### config.mk
export PLATFORM = sky130hd
export DESIGN_NAME = leg_contact_window_detector_flat
export DESIGN_NICKNAME = d
export VERILOG_FILES = /design/src/hw/rtl/lcwd_pkg.sv /design/src/hw/rtl/lcwd_in_if.sv /design/src/hw/rtl/lcwd_out_if.sv /design/src/hw/rtl/lcwd_ram.sv /design/src/hw/rtl/lcwd_cfg.sv /design/src/hw/rtl/lcwd_ctrl.sv /design/src/hw/rtl/lcwd_dp.sv /design/src/hw/rtl/leg_contact_window_detector.sv /design/src/flat_wrapper.sv
export SDC_FILE = /design/constraint.sdc
export NUM_CORES = 2
export LEC_CHECK = 0
export BUFFER_PORTS_ARGS = -buffer_cell sky130_fd_sc_hd__buf_2
export CAP_MARGIN = 25
export CORE_ASPECT_RATIO = 2
export CORE_MARGIN = 5
export CORE_UTILIZATION = 55
export CTS_CLUSTER_DIAMETER = 50
export DETAILED_ROUTE_END_ITERATION = 10
export MAX_ROUTING_LAYER = met4
export PLACE_DENSITY_LB_ADDON = 0.12
export SLEW_MARGIN = 30
export SYNTH_ARGS = -nofsm -noshare
export SYNTH_HDL_FRONTEND = slang
export SYNTH_HIERARCHICAL = 1
export SYNTH_SLANG_ARGS = --single-unit
### constraint.sdc
create_clock -name i_clk -period 6.5 [get_ports i_clk]
set_clock_uncertainty 0.2 [all_clocks]
set_input_delay 0 -clock i_clk [delete_from_list [all_inputs] [get_ports i_clk]]
set_output_delay 0 -clock i_clk [all_outputs]
set_load 0.01 [all_outputs]
### src/hw/rtl/lcwd_pkg.sv
// Package for the leg contact window detector.
// Holds sizes, register codes, the controller command/status structs and the load decode.
// No dependencies.
package lcwd_pkg;

    localparam int LEGS       = 6;
    localparam int LOAD_W     = 11;
    localparam int MASK_W     = 6;
    localparam int MAX_H      = 8;
    localparam int H_W        = 4;
    localparam int DEPTH      = 2 * MAX_H + 1;
    localparam int ADDR_W     = $clog2(DEPTH);
    localparam int CNT_W      = $clog2(DEPTH + 1);
    localparam int DEC_W      = LOAD_W + 1;
    localparam int ACC_W      = 16;
    localparam int HIST_W     = LEGS * LOAD_W;
    localparam int APB_AW     = 3;
    localparam int APB_DW     = 32;
    localparam int IDX_W      = APB_AW - 2;

    localparam logic [LOAD_W-1:0] LOAD_MISS = LOAD_W'(1024);
    localparam logic [H_W-1:0]    H_RESET   = H_W'(2);

    // register indexes
    localparam logic [IDX_W-1:0] REG_HALF_WINDOW = IDX_W'(0);

    typedef struct packed {
        logic [LEGS-1:0][LOAD_W-1:0] load;
        logic [MASK_W-1:0]           mask;
    } t_sample;

    typedef struct packed {
        logic              we;
        logic [ADDR_W-1:0] waddr;
        logic [ADDR_W-1:0] raddr;
        logic              clr_acc;
        logic              acc_en;
        logic              load_out;
        logic              final_res;
    } t_cmd;

    typedef struct packed {
        logic out_free;
    } t_sts;

    // Words above 1024 are negative loads of magnitude (word - 1024).
    function automatic logic signed [DEC_W-1:0] decode_load(input logic [LOAD_W-1:0] w);
        logic signed [DEC_W-1:0] v;
        v = $signed({1'b0, w});
        if (w > LOAD_MISS) begin
            return $signed({1'b0, LOAD_MISS}) - v;
        end
        return v;
    endfunction

endpackage

### src/hw/rtl/lcwd_in_if.sv
// Sample channel: valid/ready plus six raw load words, answered mask and end-of-run flag.
// Depends on nothing.
interface lcwd_in_if;
    logic        valid;
    logic        ready;
    logic [10:0] load_leg0;
    logic [10:0] load_leg1;
    logic [10:0] load_leg2;
    logic [10:0] load_leg3;
    logic [10:0] load_leg4;
    logic [10:0] load_leg5;
    logic [5:0]  answered_mask;
    logic        end_of_run;

    modport source (
        output valid, load_leg0, load_leg1, load_leg2, load_leg3, load_leg4, load_leg5,
        output answered_mask, end_of_run,
        input  ready
    );
    modport sink (
        input  valid, load_leg0, load_leg1, load_leg2, load_leg3, load_leg4, load_leg5,
        input  answered_mask, end_of_run,
        output ready
    );
endinterface

### src/hw/rtl/lcwd_out_if.sv
// Result channel: valid/ready plus six contact flags and the final-result marker.
// Depends on nothing.
interface lcwd_out_if;
    logic valid;
    logic ready;
    logic contact_leg0;
    logic contact_leg1;
    logic contact_leg2;
    logic contact_leg3;
    logic contact_leg4;
    logic contact_leg5;
    logic final_result;

    modport source (
        output valid, contact_leg0, contact_leg1, contact_leg2, contact_leg3,
        output contact_leg4, contact_leg5, final_result,
        input  ready
    );
    modport sink (
        input  valid, contact_leg0, contact_leg1, contact_leg2, contact_leg3,
        input  contact_leg4, contact_leg5, final_result,
        output ready
    );
endinterface

### src/hw/rtl/lcwd_ram.sv
// Generic single-write, single-read RAM with registered read data.
// No dependencies.
module lcwd_ram #(
    parameter int WIDTH = 8,
    parameter int DEPTH = 16
) (
    input  logic                     i_clk,
    input  logic                     i_we,
    input  logic [$clog2(DEPTH)-1:0] i_waddr,
    input  logic [WIDTH-1:0]         i_wdata,
    input  logic [$clog2(DEPTH)-1:0] i_raddr,
    output logic [WIDTH-1:0]         o_rdata
);
    logic [WIDTH-1:0] r_mem [DEPTH];
    logic [WIDTH-1:0] r_rdata;

    always_ff @(posedge i_clk) begin
        if (i_we) begin
            r_mem[i_waddr] <= i_wdata;
        end
        r_rdata <= r_mem[i_raddr];
    end

    assign o_rdata = r_rdata;
endmodule

### src/hw/rtl/lcwd_cfg.sv
// APB register block: holds half_window and hands the clamped value to the controller.
// Depends on lcwd_pkg.
module lcwd_cfg (
    input  logic                       i_clk,
    input  logic                       i_rst_n,
    input  logic                       psel,
    input  logic                       penable,
    input  logic                       pwrite,
    input  logic [lcwd_pkg::APB_AW-1:0] paddr,
    input  logic [lcwd_pkg::APB_DW-1:0] pwdata,
    output logic [lcwd_pkg::APB_DW-1:0] prdata,
    output logic                       pready,
    output logic [lcwd_pkg::H_W-1:0]   o_h
);
    import lcwd_pkg::*;

    logic [H_W-1:0]   r_half;
    logic [IDX_W-1:0] w_idx;
    logic             w_wr;

    assign w_idx  = paddr[APB_AW-1:2];
    assign w_wr   = psel & penable & pwrite & (w_idx == REG_HALF_WINDOW);
    assign pready = 1'b1;

    always_ff @(posedge i_clk) begin
        if (!i_rst_n) begin
            r_half <= H_RESET;
        end else if (w_wr) begin
            r_half <= pwdata[H_W-1:0];
        end
    end

    always_comb begin
        prdata = '0;
        if (psel && w_idx == REG_HALF_WINDOW) begin
            prdata = APB_DW'(r_half);
        end
    end

    // values beyond the history depth act as the maximum
    assign o_h = (r_half > H_W'(MAX_H)) ? H_W'(MAX_H) : r_half;
endmodule

### src/hw/rtl/lcwd_ctrl.sv
// Controller: run counters, history write pointer and the per-result window sequencer.
// Depends on lcwd_pkg.
module lcwd_ctrl (
    input  logic                     i_clk,
    input  logic                     i_rst_n,
    input  logic                     i_valid,
    input  logic                     i_end_of_run,
    output logic                     o_ready,
    input  logic [lcwd_pkg::H_W-1:0] i_h,
    output lcwd_pkg::t_cmd           o_cmd,
    input  lcwd_pkg::t_sts           i_sts
);
    import lcwd_pkg::*;

    localparam logic [2:0] S_IDLE  = 3'd0;
    localparam logic [2:0] S_SETUP = 3'd1;
    localparam logic [2:0] S_RD    = 3'd2;
    localparam logic [2:0] S_ACC   = 3'd3;
    localparam logic [2:0] S_LOAD  = 3'd4;

    localparam logic [CNT_W-1:0]  DEPTH_C = CNT_W'(DEPTH);
    localparam int                SUM_W   = ADDR_W + 1;

    logic [2:0]        r_state, n_state;
    logic [CNT_W-1:0]  r_seen, n_seen;
    logic [CNT_W-1:0]  r_pos, n_pos;
    logic [ADDR_W-1:0] r_wptr, n_wptr;
    logic              r_last, n_last;
    logic [H_W-1:0]    r_h, n_h;
    logic [CNT_W-1:0]  r_age, n_age;
    logic [CNT_W-1:0]  r_a, n_a;
    logic [CNT_W-1:0]  r_hi, n_hi;

    logic [CNT_W-1:0]  w_seen_inc, w_pos_inc, w_hx, w_lo, w_hi, w_top;
    logic [SUM_W-1:0]  w_asum;
    logic              w_accept;

    assign o_ready  = (r_state == S_IDLE);
    assign w_accept = i_valid & o_ready;

    assign w_seen_inc = (r_seen < DEPTH_C) ? r_seen + CNT_W'(1) : r_seen;
    assign w_pos_inc  = (r_pos < DEPTH_C) ? r_pos + CNT_W'(1) : r_pos;
    assign w_hx       = CNT_W'(r_h);

    // window bounds around the current centre age
    assign w_lo  = (r_age > w_hx) ? r_age - w_hx : '0;
    assign w_top = r_seen - CNT_W'(1);
    assign w_hi  = (r_age + w_hx > w_top) ? w_top : r_age + w_hx;

    // ring slot of age a: one behind the write pointer, minus a, modulo the depth
    always_comb begin
        w_asum = SUM_W'(r_wptr) + SUM_W'(DEPTH - 1) - SUM_W'(r_a);
        if (w_asum >= SUM_W'(DEPTH)) begin
            w_asum = w_asum - SUM_W'(DEPTH);
        end
    end

    always_comb begin
        n_state = r_state;
        n_seen  = r_seen;
        n_pos   = r_pos;
        n_wptr  = r_wptr;
        n_last  = r_last;
        n_h     = r_h;
        n_age   = r_age;
        n_a     = r_a;
        n_hi    = r_hi;
        o_cmd   = '0;
        o_cmd.waddr = r_wptr;
        o_cmd.raddr = w_asum[ADDR_W-1:0];

        case (r_state)
            S_IDLE: begin
                if (w_accept) begin
                    o_cmd.we = 1'b1;
                    n_wptr = (r_wptr == ADDR_W'(DEPTH - 1)) ? '0 : r_wptr + ADDR_W'(1);
                    n_seen = w_seen_inc;
                    n_last = i_end_of_run;
                    n_h    = i_h;
                    if (i_end_of_run) begin
                        n_age   = w_pos_inc - CNT_W'(1);
                        n_pos   = w_pos_inc;
                        n_state = S_SETUP;
                    end else if (w_pos_inc > CNT_W'(i_h)) begin
                        n_age   = CNT_W'(i_h);
                        n_pos   = CNT_W'(i_h);
                        n_state = S_SETUP;
                    end else begin
                        n_pos = w_pos_inc;
                    end
                end
            end
            S_SETUP: begin
                o_cmd.clr_acc = 1'b1;
                n_a     = w_lo;
                n_hi    = w_hi;
                n_state = S_RD;
            end
            S_RD: begin
                n_state = S_ACC;
            end
            S_ACC: begin
                o_cmd.acc_en = 1'b1;
                if (r_a == r_hi) begin
                    n_state = S_LOAD;
                end else begin
                    n_a     = r_a + CNT_W'(1);
                    n_state = S_RD;
                end
            end
            S_LOAD: begin
                if (i_sts.out_free) begin
                    o_cmd.load_out  = 1'b1;
                    o_cmd.final_res = r_last && (r_age == '0);
                    if (r_last && r_age != '0) begin
                        n_age   = r_age - CNT_W'(1);
                        n_state = S_SETUP;
                    end else begin
                        if (r_last) begin
                            n_seen = '0;
                            n_pos  = '0;
                        end
                        n_state = S_IDLE;
                    end
                end
            end
            default: begin
                n_state = S_IDLE;
            end
        endcase
    end

    always_ff @(posedge i_clk) begin
        if (!i_rst_n) begin
            r_state <= S_IDLE;
            r_seen  <= '0;
            r_pos   <= '0;
            r_wptr  <= '0;
            r_last  <= 1'b0;
        end else begin
            r_state <= n_state;
            r_seen  <= n_seen;
            r_pos   <= n_pos;
            r_wptr  <= n_wptr;
            r_last  <= n_last;
        end
    end

    always_ff @(posedge i_clk) begin
        r_h   <= n_h;
        r_age <= n_age;
        r_a   <= n_a;
        r_hi  <= n_hi;
    end
endmodule

### src/hw/rtl/lcwd_dp.sv
// Datapath: load history RAM, six window accumulators and the result register.
// Depends on lcwd_pkg, lcwd_ram and lcwd_out_if.
module lcwd_dp (
    input  logic              i_clk,
    input  logic              i_rst_n,
    input  lcwd_pkg::t_sample i_smp,
    input  lcwd_pkg::t_cmd    i_cmd,
    output lcwd_pkg::t_sts    o_sts,
    lcwd_out_if.source        o_res
);
    import lcwd_pkg::*;

    logic [HIST_W-1:0]             w_wdata;
    logic [HIST_W-1:0]             w_rdata;
    logic signed [ACC_W-1:0]       r_acc [LEGS];
    logic [LEGS-1:0]               r_contact;
    logic                          r_final;
    logic                          r_out_vld;

    // an unanswered leg is stored as the missing-reply word
    always_comb begin
        for (int l = 0; l < LEGS; l++) begin
            w_wdata[l*LOAD_W +: LOAD_W] = i_smp.mask[l] ? i_smp.load[l] : LOAD_MISS;
        end
    end

    lcwd_ram #(
        .WIDTH (HIST_W),
        .DEPTH (DEPTH)
    ) u_hist (
        .i_clk   (i_clk),
        .i_we    (i_cmd.we),
        .i_waddr (i_cmd.waddr),
        .i_wdata (w_wdata),
        .i_raddr (i_cmd.raddr),
        .o_rdata (w_rdata)
    );

    always_ff @(posedge i_clk) begin
        for (int l = 0; l < LEGS; l++) begin
            if (i_cmd.clr_acc) begin
                r_acc[l] <= '0;
            end else if (i_cmd.acc_en) begin
                r_acc[l] <= r_acc[l] + ACC_W'(decode_load(w_rdata[l*LOAD_W +: LOAD_W]));
            end
        end
    end

    assign o_sts.out_free = !r_out_vld || o_res.ready;

    always_ff @(posedge i_clk) begin
        if (!i_rst_n) begin
            r_out_vld <= 1'b0;
        end else if (i_cmd.load_out) begin
            r_out_vld <= 1'b1;
        end else if (o_res.ready) begin
            r_out_vld <= 1'b0;
        end
    end

    // contact when the window sum is zero or negative
    always_ff @(posedge i_clk) begin
        if (i_cmd.load_out) begin
            for (int l = 0; l < LEGS; l++) begin
                r_contact[l] <= r_acc[l][ACC_W-1] || (r_acc[l] == '0);
            end
            r_final <= i_cmd.final_res;
        end
    end

    assign o_res.valid        = r_out_vld;
    assign o_res.contact_leg0 = r_contact[0];
    assign o_res.contact_leg1 = r_contact[1];
    assign o_res.contact_leg2 = r_contact[2];
    assign o_res.contact_leg3 = r_contact[3];
    assign o_res.contact_leg4 = r_contact[4];
    assign o_res.contact_leg5 = r_contact[5];
    assign o_res.final_result = r_final;
endmodule

### src/hw/rtl/leg_contact_window_detector.sv
// Top level of the leg contact window detector: config block, controller and datapath.
// Depends on lcwd_pkg, lcwd_in_if, lcwd_out_if, lcwd_cfg, lcwd_ctrl, lcwd_dp.
//
//   channel | dir | handshake            | payload
//   --------+-----+----------------------+------------------------------------------
//   i_smp   | in  | valid/ready          | load_leg0..5, answered_mask, end_of_run
//   o_res   | out | valid/ready          | contact_leg0..5, final_result
//   APB     | in  | psel/penable, pready | half_window at byte address 0
//
// Items are taken one at a time, only while the controller is idle.
// Each result sums a window of W samples (at most 2*half_window+1) from the history RAM,
// which is read once per sample with a registered read.
// An end-of-run item flushes every pending sample, at most MAX_H+1 results, one at a time.
// A result waiting on o_res stalls only the next result load; the next item is still taken.
// Reset is synchronous, active low; history contents are not cleared (run counters gate reads).
module leg_contact_window_detector (
    input  logic                         i_clk,
    input  logic                         i_rst_n,
    lcwd_in_if.sink                      i_smp,
    lcwd_out_if.source                   o_res,
    input  logic                         psel,
    input  logic                         penable,
    input  logic                         pwrite,
    input  logic [lcwd_pkg::APB_AW-1:0]  paddr,
    input  logic [lcwd_pkg::APB_DW-1:0]  pwdata,
    output logic [lcwd_pkg::APB_DW-1:0]  prdata,
    output logic                         pready
);
    import lcwd_pkg::*;

    logic [H_W-1:0] w_h;
    t_cmd           w_cmd;
    t_sts           w_sts;
    t_sample        w_sample;
    logic           w_ready;

    // gather the sample payload for the history write
    assign w_sample.load[0] = i_smp.load_leg0;
    assign w_sample.load[1] = i_smp.load_leg1;
    assign w_sample.load[2] = i_smp.load_leg2;
    assign w_sample.load[3] = i_smp.load_leg3;
    assign w_sample.load[4] = i_smp.load_leg4;
    assign w_sample.load[5] = i_smp.load_leg5;
    assign w_sample.mask    = i_smp.answered_mask;
    assign i_smp.ready      = w_ready;

    lcwd_cfg u_cfg (
        .i_clk   (i_clk),
        .i_rst_n (i_rst_n),
        .psel    (psel),
        .penable (penable),
        .pwrite  (pwrite),
        .paddr   (paddr),
        .pwdata  (pwdata),
        .prdata  (prdata),
        .pready  (pready),
        .o_h     (w_h)
    );

    lcwd_ctrl u_ctrl (
        .i_clk        (i_clk),
        .i_rst_n      (i_rst_n),
        .i_valid      (i_smp.valid),
        .i_end_of_run (i_smp.end_of_run),
        .o_ready      (w_ready),
        .i_h          (w_h),
        .o_cmd        (w_cmd),
        .i_sts        (w_sts)
    );

    lcwd_dp u_dp (
        .i_clk   (i_clk),
        .i_rst_n (i_rst_n),
        .i_smp   (w_sample),
        .i_cmd   (w_cmd),
        .o_sts   (w_sts),
        .o_res   (o_res)
    );
endmodule
### src/flat_wrapper.sv
// flat-port wrapper written by rule: the top's interface ports become plain ports
module leg_contact_window_detector_flat import lcwd_pkg::*;
  (i_clk, i_rst_n, psel, penable, pwrite, paddr, pwdata, prdata, pready, i_smp_valid, i_smp_load_leg0, i_smp_load_leg1, i_smp_load_leg2, i_smp_load_leg3, i_smp_load_leg4, i_smp_load_leg5, i_smp_answered_mask, i_smp_end_of_run, i_smp_ready, o_res_valid, o_res_contact_leg0, o_res_contact_leg1, o_res_contact_leg2, o_res_contact_leg3, o_res_contact_leg4, o_res_contact_leg5, o_res_final_result, o_res_ready);
  lcwd_in_if i_smp_i ();
  lcwd_out_if o_res_i ();
  input  logic i_clk;
  input  logic i_rst_n;
  input  logic psel;
  input  logic penable;
  input  logic pwrite;
  input  logic [lcwd_pkg::APB_AW-1:0] paddr;
  input  logic [lcwd_pkg::APB_DW-1:0] pwdata;
  output logic [lcwd_pkg::APB_DW-1:0] prdata;
  output logic pready;
  input wire logic [$bits(i_smp_i.valid)-1:0] i_smp_valid;
  input wire logic [$bits(i_smp_i.load_leg0)-1:0] i_smp_load_leg0;
  input wire logic [$bits(i_smp_i.load_leg1)-1:0] i_smp_load_leg1;
  input wire logic [$bits(i_smp_i.load_leg2)-1:0] i_smp_load_leg2;
  input wire logic [$bits(i_smp_i.load_leg3)-1:0] i_smp_load_leg3;
  input wire logic [$bits(i_smp_i.load_leg4)-1:0] i_smp_load_leg4;
  input wire logic [$bits(i_smp_i.load_leg5)-1:0] i_smp_load_leg5;
  input wire logic [$bits(i_smp_i.answered_mask)-1:0] i_smp_answered_mask;
  input wire logic [$bits(i_smp_i.end_of_run)-1:0] i_smp_end_of_run;
  output wire logic [$bits(i_smp_i.ready)-1:0] i_smp_ready;
  output wire logic [$bits(o_res_i.valid)-1:0] o_res_valid;
  output wire logic [$bits(o_res_i.contact_leg0)-1:0] o_res_contact_leg0;
  output wire logic [$bits(o_res_i.contact_leg1)-1:0] o_res_contact_leg1;
  output wire logic [$bits(o_res_i.contact_leg2)-1:0] o_res_contact_leg2;
  output wire logic [$bits(o_res_i.contact_leg3)-1:0] o_res_contact_leg3;
  output wire logic [$bits(o_res_i.contact_leg4)-1:0] o_res_contact_leg4;
  output wire logic [$bits(o_res_i.contact_leg5)-1:0] o_res_contact_leg5;
  output wire logic [$bits(o_res_i.final_result)-1:0] o_res_final_result;
  input wire logic [$bits(o_res_i.ready)-1:0] o_res_ready;
  assign i_smp_i.valid = i_smp_valid;
  assign i_smp_i.load_leg0 = i_smp_load_leg0;
  assign i_smp_i.load_leg1 = i_smp_load_leg1;
  assign i_smp_i.load_leg2 = i_smp_load_leg2;
  assign i_smp_i.load_leg3 = i_smp_load_leg3;
  assign i_smp_i.load_leg4 = i_smp_load_leg4;
  assign i_smp_i.load_leg5 = i_smp_load_leg5;
  assign i_smp_i.answered_mask = i_smp_answered_mask;
  assign i_smp_i.end_of_run = i_smp_end_of_run;
  assign i_smp_ready = i_smp_i.ready;
  assign o_res_valid = o_res_i.valid;
  assign o_res_contact_leg0 = o_res_i.contact_leg0;
  assign o_res_contact_leg1 = o_res_i.contact_leg1;
  assign o_res_contact_leg2 = o_res_i.contact_leg2;
  assign o_res_contact_leg3 = o_res_i.contact_leg3;
  assign o_res_contact_leg4 = o_res_i.contact_leg4;
  assign o_res_contact_leg5 = o_res_i.contact_leg5;
  assign o_res_final_result = o_res_i.final_result;
  assign o_res_i.ready = o_res_ready;
  leg_contact_window_detector u_core (.i_clk(i_clk), .i_rst_n(i_rst_n), .i_smp(i_smp_i), .o_res(o_res_i), .psel(psel), .penable(penable), .pwrite(pwrite), .paddr(paddr), .pwdata(pwdata), .prdata(prdata), .pready(pready));
endmodule
==> results.py <==
metrics = {
    "clocking": {
        "clock-root-buffer": "clkbuf_16",
        "clock-sinks": 1334,
        "clk_pin_slew_ns": 0.07,
        "clkLatencyLatePin_ns": 0.71,
        "numCtsBuffers": 112,
        "clockBufferDepth": 3,
        "cts_tree": "yes",
        "cts_resized": 0,
        "cts_max_level": 3,
    },
    "drt": {
        "drcViolationCount": 0,
        "ant_nets": 0,
        "drt-pass1-iter-count": 5,
        "first_iter_violations": 2796,
        "wl_per_cell_um": 26.7,
        "wl_um": 134000,
        "vias_per_cell": 6.27,
        "num_vias": 31577,
    },
    "sta": {
        "period_minus_slack_ns": 5.28,
        "grt_setup_unrepaired": "false",
        "fmax_mhz": 190,
        "finalSetupTns_ns": 0,
        "relSlewSlack_pct": 34.7,
        "hold_viol": 0,
        "tightest_slew_ns": 0.980,
        "setup_violations": 0,
        "fin_crit_sh_pct": 81.2,
        "maxSlewViolCount": 0,
    },
    "worst_setup_path": {
        "worst-path-buf-inv": 2,
        "end_kind": "register",
        "max_stage_delay_ns": 0.79,
        "critical_path_class": "reg2reg",
        "crit_family": "adder cells",
        "path_cells": "ha_1, ha_1, fa_1, xor2_1, nor4b_1, o32ai_2, nand2_1, xnor2_2, buf_12, buf_12, mux4_1, mux2i_1, a221oi_2",
        "cp.depth": 13,
        "crit_path_start_kind": "register",
        "cp_slowest_cell": "dfxtp_1",
        "reg2reg_depth": 13,
        "worstPathMaxFanout": 69,
        "worstPathRequired_ns": 6.85,
        "cp.arrival_ns": 5.63,
    },
    "logic_synthesis": {
        "syn_inst": 3364,
        "yosys_most_used_dff": "edfxtp_1",
        "syn_area_mm2": 0.0575,
        "synth.most_common_cell": "edfxtp_1",
        "synthTopCellsByArea": "edfxtp_1, mux4_2, dfxtp_1",
        "yosys_register_bits": 1334,
        "netlist_top_cells_count": "edfxtp_1, mux4_2, nor2_1",
        "ys_warn_count": 6,
        "postSynthAreaPerCell_um2": 17.1,
        "yosys.area.top_type": "edfxtp_1",
        "synth-edff-count": 1244,
        "synth-async-reset-ratio_pct": 0,
        "ys_types": 91,
        "yosysTopAreaCellShare_pct": 65.0,
        "yosysSeqAreaShare_pct": 68.1,
    },
    "placement": {
        "place_congestion": 0.865,
        "io_buffers": 97,
        "dp.cells": 4721,
        "dp_hpwl_um": 74200,
        "placed_cell_area_mm2": 0.0594,
    },
    "layout": {
        "fin_cells": 5037,
        "n_fill_cell": 7478,
        "nets": 3850,
        "drive_above_1_share_pct": 18.5,
        "area_delta_synth_final_pct": 12.0,
        "design_area_mm2": 0.0644,
    },
    "hold_path": {
        "hold_class": "in2reg",
        "whs_path_depth": 4,
    },
    "power_and_ir_drop": {
        "ir_drop_mv": 0.563,
        "power.internal_w": 0.0194,
        "combinationalPowerShare_pct": 40.4,
        "p_sw_w": 0.0101,
        "swShare_pct": 34.3,
        "powerDensity_mw_per_mm2": 458,
        "total_leakage_power_nw": 21.8,
        "p_seq_share_pct": 35.5,
        "clockPowerShare_pct": 24.1,
    },
    "floorplanning": {
        "top_level_ports": 157,
        "die_area_mm2": 0.111,
        "fp.coreArea_mm2": 0.104,
        "fp.dieH_um": 467,
        "start_util_pct": 55.5,
        "die_w_um": 239,
        "placementRows": 167,
    },
    "global_route": {
        "grt_pass1_vias": 32972,
        "grt_max_degree": 100,
        "antenna_found_initial": 1,
        "grt_pass1_wl_um": 203000,
        "grt_usage_pct": 24.8,
        "gr-total-overflow": 0,
    },
    "status": {
        "status": "completed",
    },
    "flow_run": {
        "drv_cap": 0,
    },
}
==> tightest hold or removal path: cells and delay by family <==
kind / cells / cell delay (ns)
buffers and inverters: 2 / 0.78
AOI/OAI and AO/OA: 1 / 0.04
and+or+nand+nor: 1 / 0.13
==> timing repair <==
action | CTS | global route
hold buffers | 103 | 0
endpoints found under the hold margin | 1161 | 0
setup buffers | 0 | 0
==> layout by cell type, fill, tap and decap left out, types with 28 or more instances in the layout <==
cell type / count
nand2b_1: 29
a221oi_1: 37
nor4_1: 28
and2_1: 82
a221oi_2: 32
nand3_1: 35
xor2_1: 40
inv_1: 72
xnor2_1: 88
nand2_1: 108
o21ai_0: 74
ha_1: 139
buf_2: 97
dlygate4sd3_1: 103
nor3_1: 48
a21oi_1: 76
o31ai_1: 28
edfxtp_1: 1244
buf_4: 34
mux4_2: 260
nor2_1: 199
o22ai_1: 74
conb_1: 29
dfxtp_1: 90
a21o_1: 34
mux2i_1: 81
clkbuf_16: 115
==> layout make-up <==
| type | instances | area [um2] | share of cell area, % |
|---|---|---|---|
| sequential | 1334 | 39200 | 60.8 |
| multi-input combinational | 1809 | 17100 | 26.6 |
| clock buffer | 141 | 3040 | 4.71 |
| timing repair buffer | 256 | 2210 | 3.44 |
| tap | 1352 | 1690 | 2.63 |
| clock inverter | 69 | 863 | 1.34 |
| inverter | 74 | 285 | 0.443 |
| antenna | 2 | 5.00 | 0.00777 |
==> flip-flops by register name, indices dropped and copies added, names as in the netlist <==
name                            cells
u_core/u_dp/u_hist/r_mem         1122
u_core/u_dp/r_acc                  96
u_core/u_dp/u_hist/o_rdata         66
u_core/u_dp/r_contact               6
u_core/u_ctrl/r_a                   5
u_core/u_ctrl/r_age                 5
u_core/u_ctrl/r_hi                  5
u_core/u_ctrl/r_pos                 5
u_core/u_ctrl/r_seen                5
u_core/u_ctrl/r_wptr                5
u_core/u_cfg/r_half                 4
u_core/u_ctrl/r_h                   4
u_core/u_ctrl/r_state               3
u_core/u_ctrl/r_last                1
u_core/u_dp/o_res.final_result      1
u_core/u_dp/o_res.valid             1
==> power groups by stage <==
stage | logic [W] | registers [W] | clock network, W
3_3_place_gp | 0.0116 | 0.0106 | 0
4_1_cts | 0.0120 | 0.0105 | 0.00725
6_report | 0.0119 | 0.0105 | 0.00711
3_5_place_dp | 0.0119 | 0.0107 | 0
5_1_grt | 0.0130 | 0.0105 | 0.00760
2_1_floorplan | 0.00974 | 0.0103 | 0
==> cells by family (layout without fill, tap and decap cells) <==
family | after synthesis | in the layout | synth area share, %
other cells | 2 | 31 | 0.0131
xor+xnor | 131 | 131 | 2.00
compound gates | 512 | 512 | 6.57
mux | 346 | 346 | 11.8
fa+ha+maj | 148 | 148 | 3.34
simple gates | 643 | 643 | 5.56
buf+inv | 248 | 540 | 2.62
flops | 1334 | 1334 | 68.1
==> final timing paths <==
check	from	endpoint	slack [ns]
max reg2reg	u_core/u_ctrl/r_wptr[1]$_SDFFE_PN0P_	u_core/u_dp/u_hist/o_rdata[14]$_DFF_P_	1.22
min	i_rst_n	u_core/u_ctrl/r_state[1]$_SDFFE_PN0P_	0.08
max	u_core/u_ctrl/r_wptr[1]$_SDFFE_PN0P_	u_core/u_dp/u_hist/o_rdata[14]$_DFF_P_	1.22
min reg2reg	u_core/u_ctrl/r_state[0]$_SDFFE_PN0P_	u_core/u_ctrl/r_state[1]$_SDFFE_PN0P_	0.30
==> metrics by stage <==
step / total power, W / utilization [%] / setup slack [ns] / hold slack (ns)
floorplan: 0.0201 / - / 1.38 / -0.0718
global placement: 0.0223 / 57.3 / 1.20 / 0.0590
detailed placement: 0.0225 / 57.3 / 1.10 / 0.0662
CTS: 0.0297 / 62.1 / 1.04 / 0.0252
global route: 0.0312 / 62.1 / 0.865 / 0.0886
finish: 0.0295 / 62.1 / 1.22 / 0.0819
==> layer usage <==
metal  vias to the layer above  GRT usage [%]  wire length (um)  part of all wire, %
li1                      13887              -                 -                    -
met1                     16475           32.2             53600                   40
met2                      1003           42.1             70000                   52
met3                       212           2.78              7350                  5.5
met4                         0           6.93              3410                  2.5
met5                         -              -                 0                    0
No activity file was read; power rests on OpenSTA's default activity.
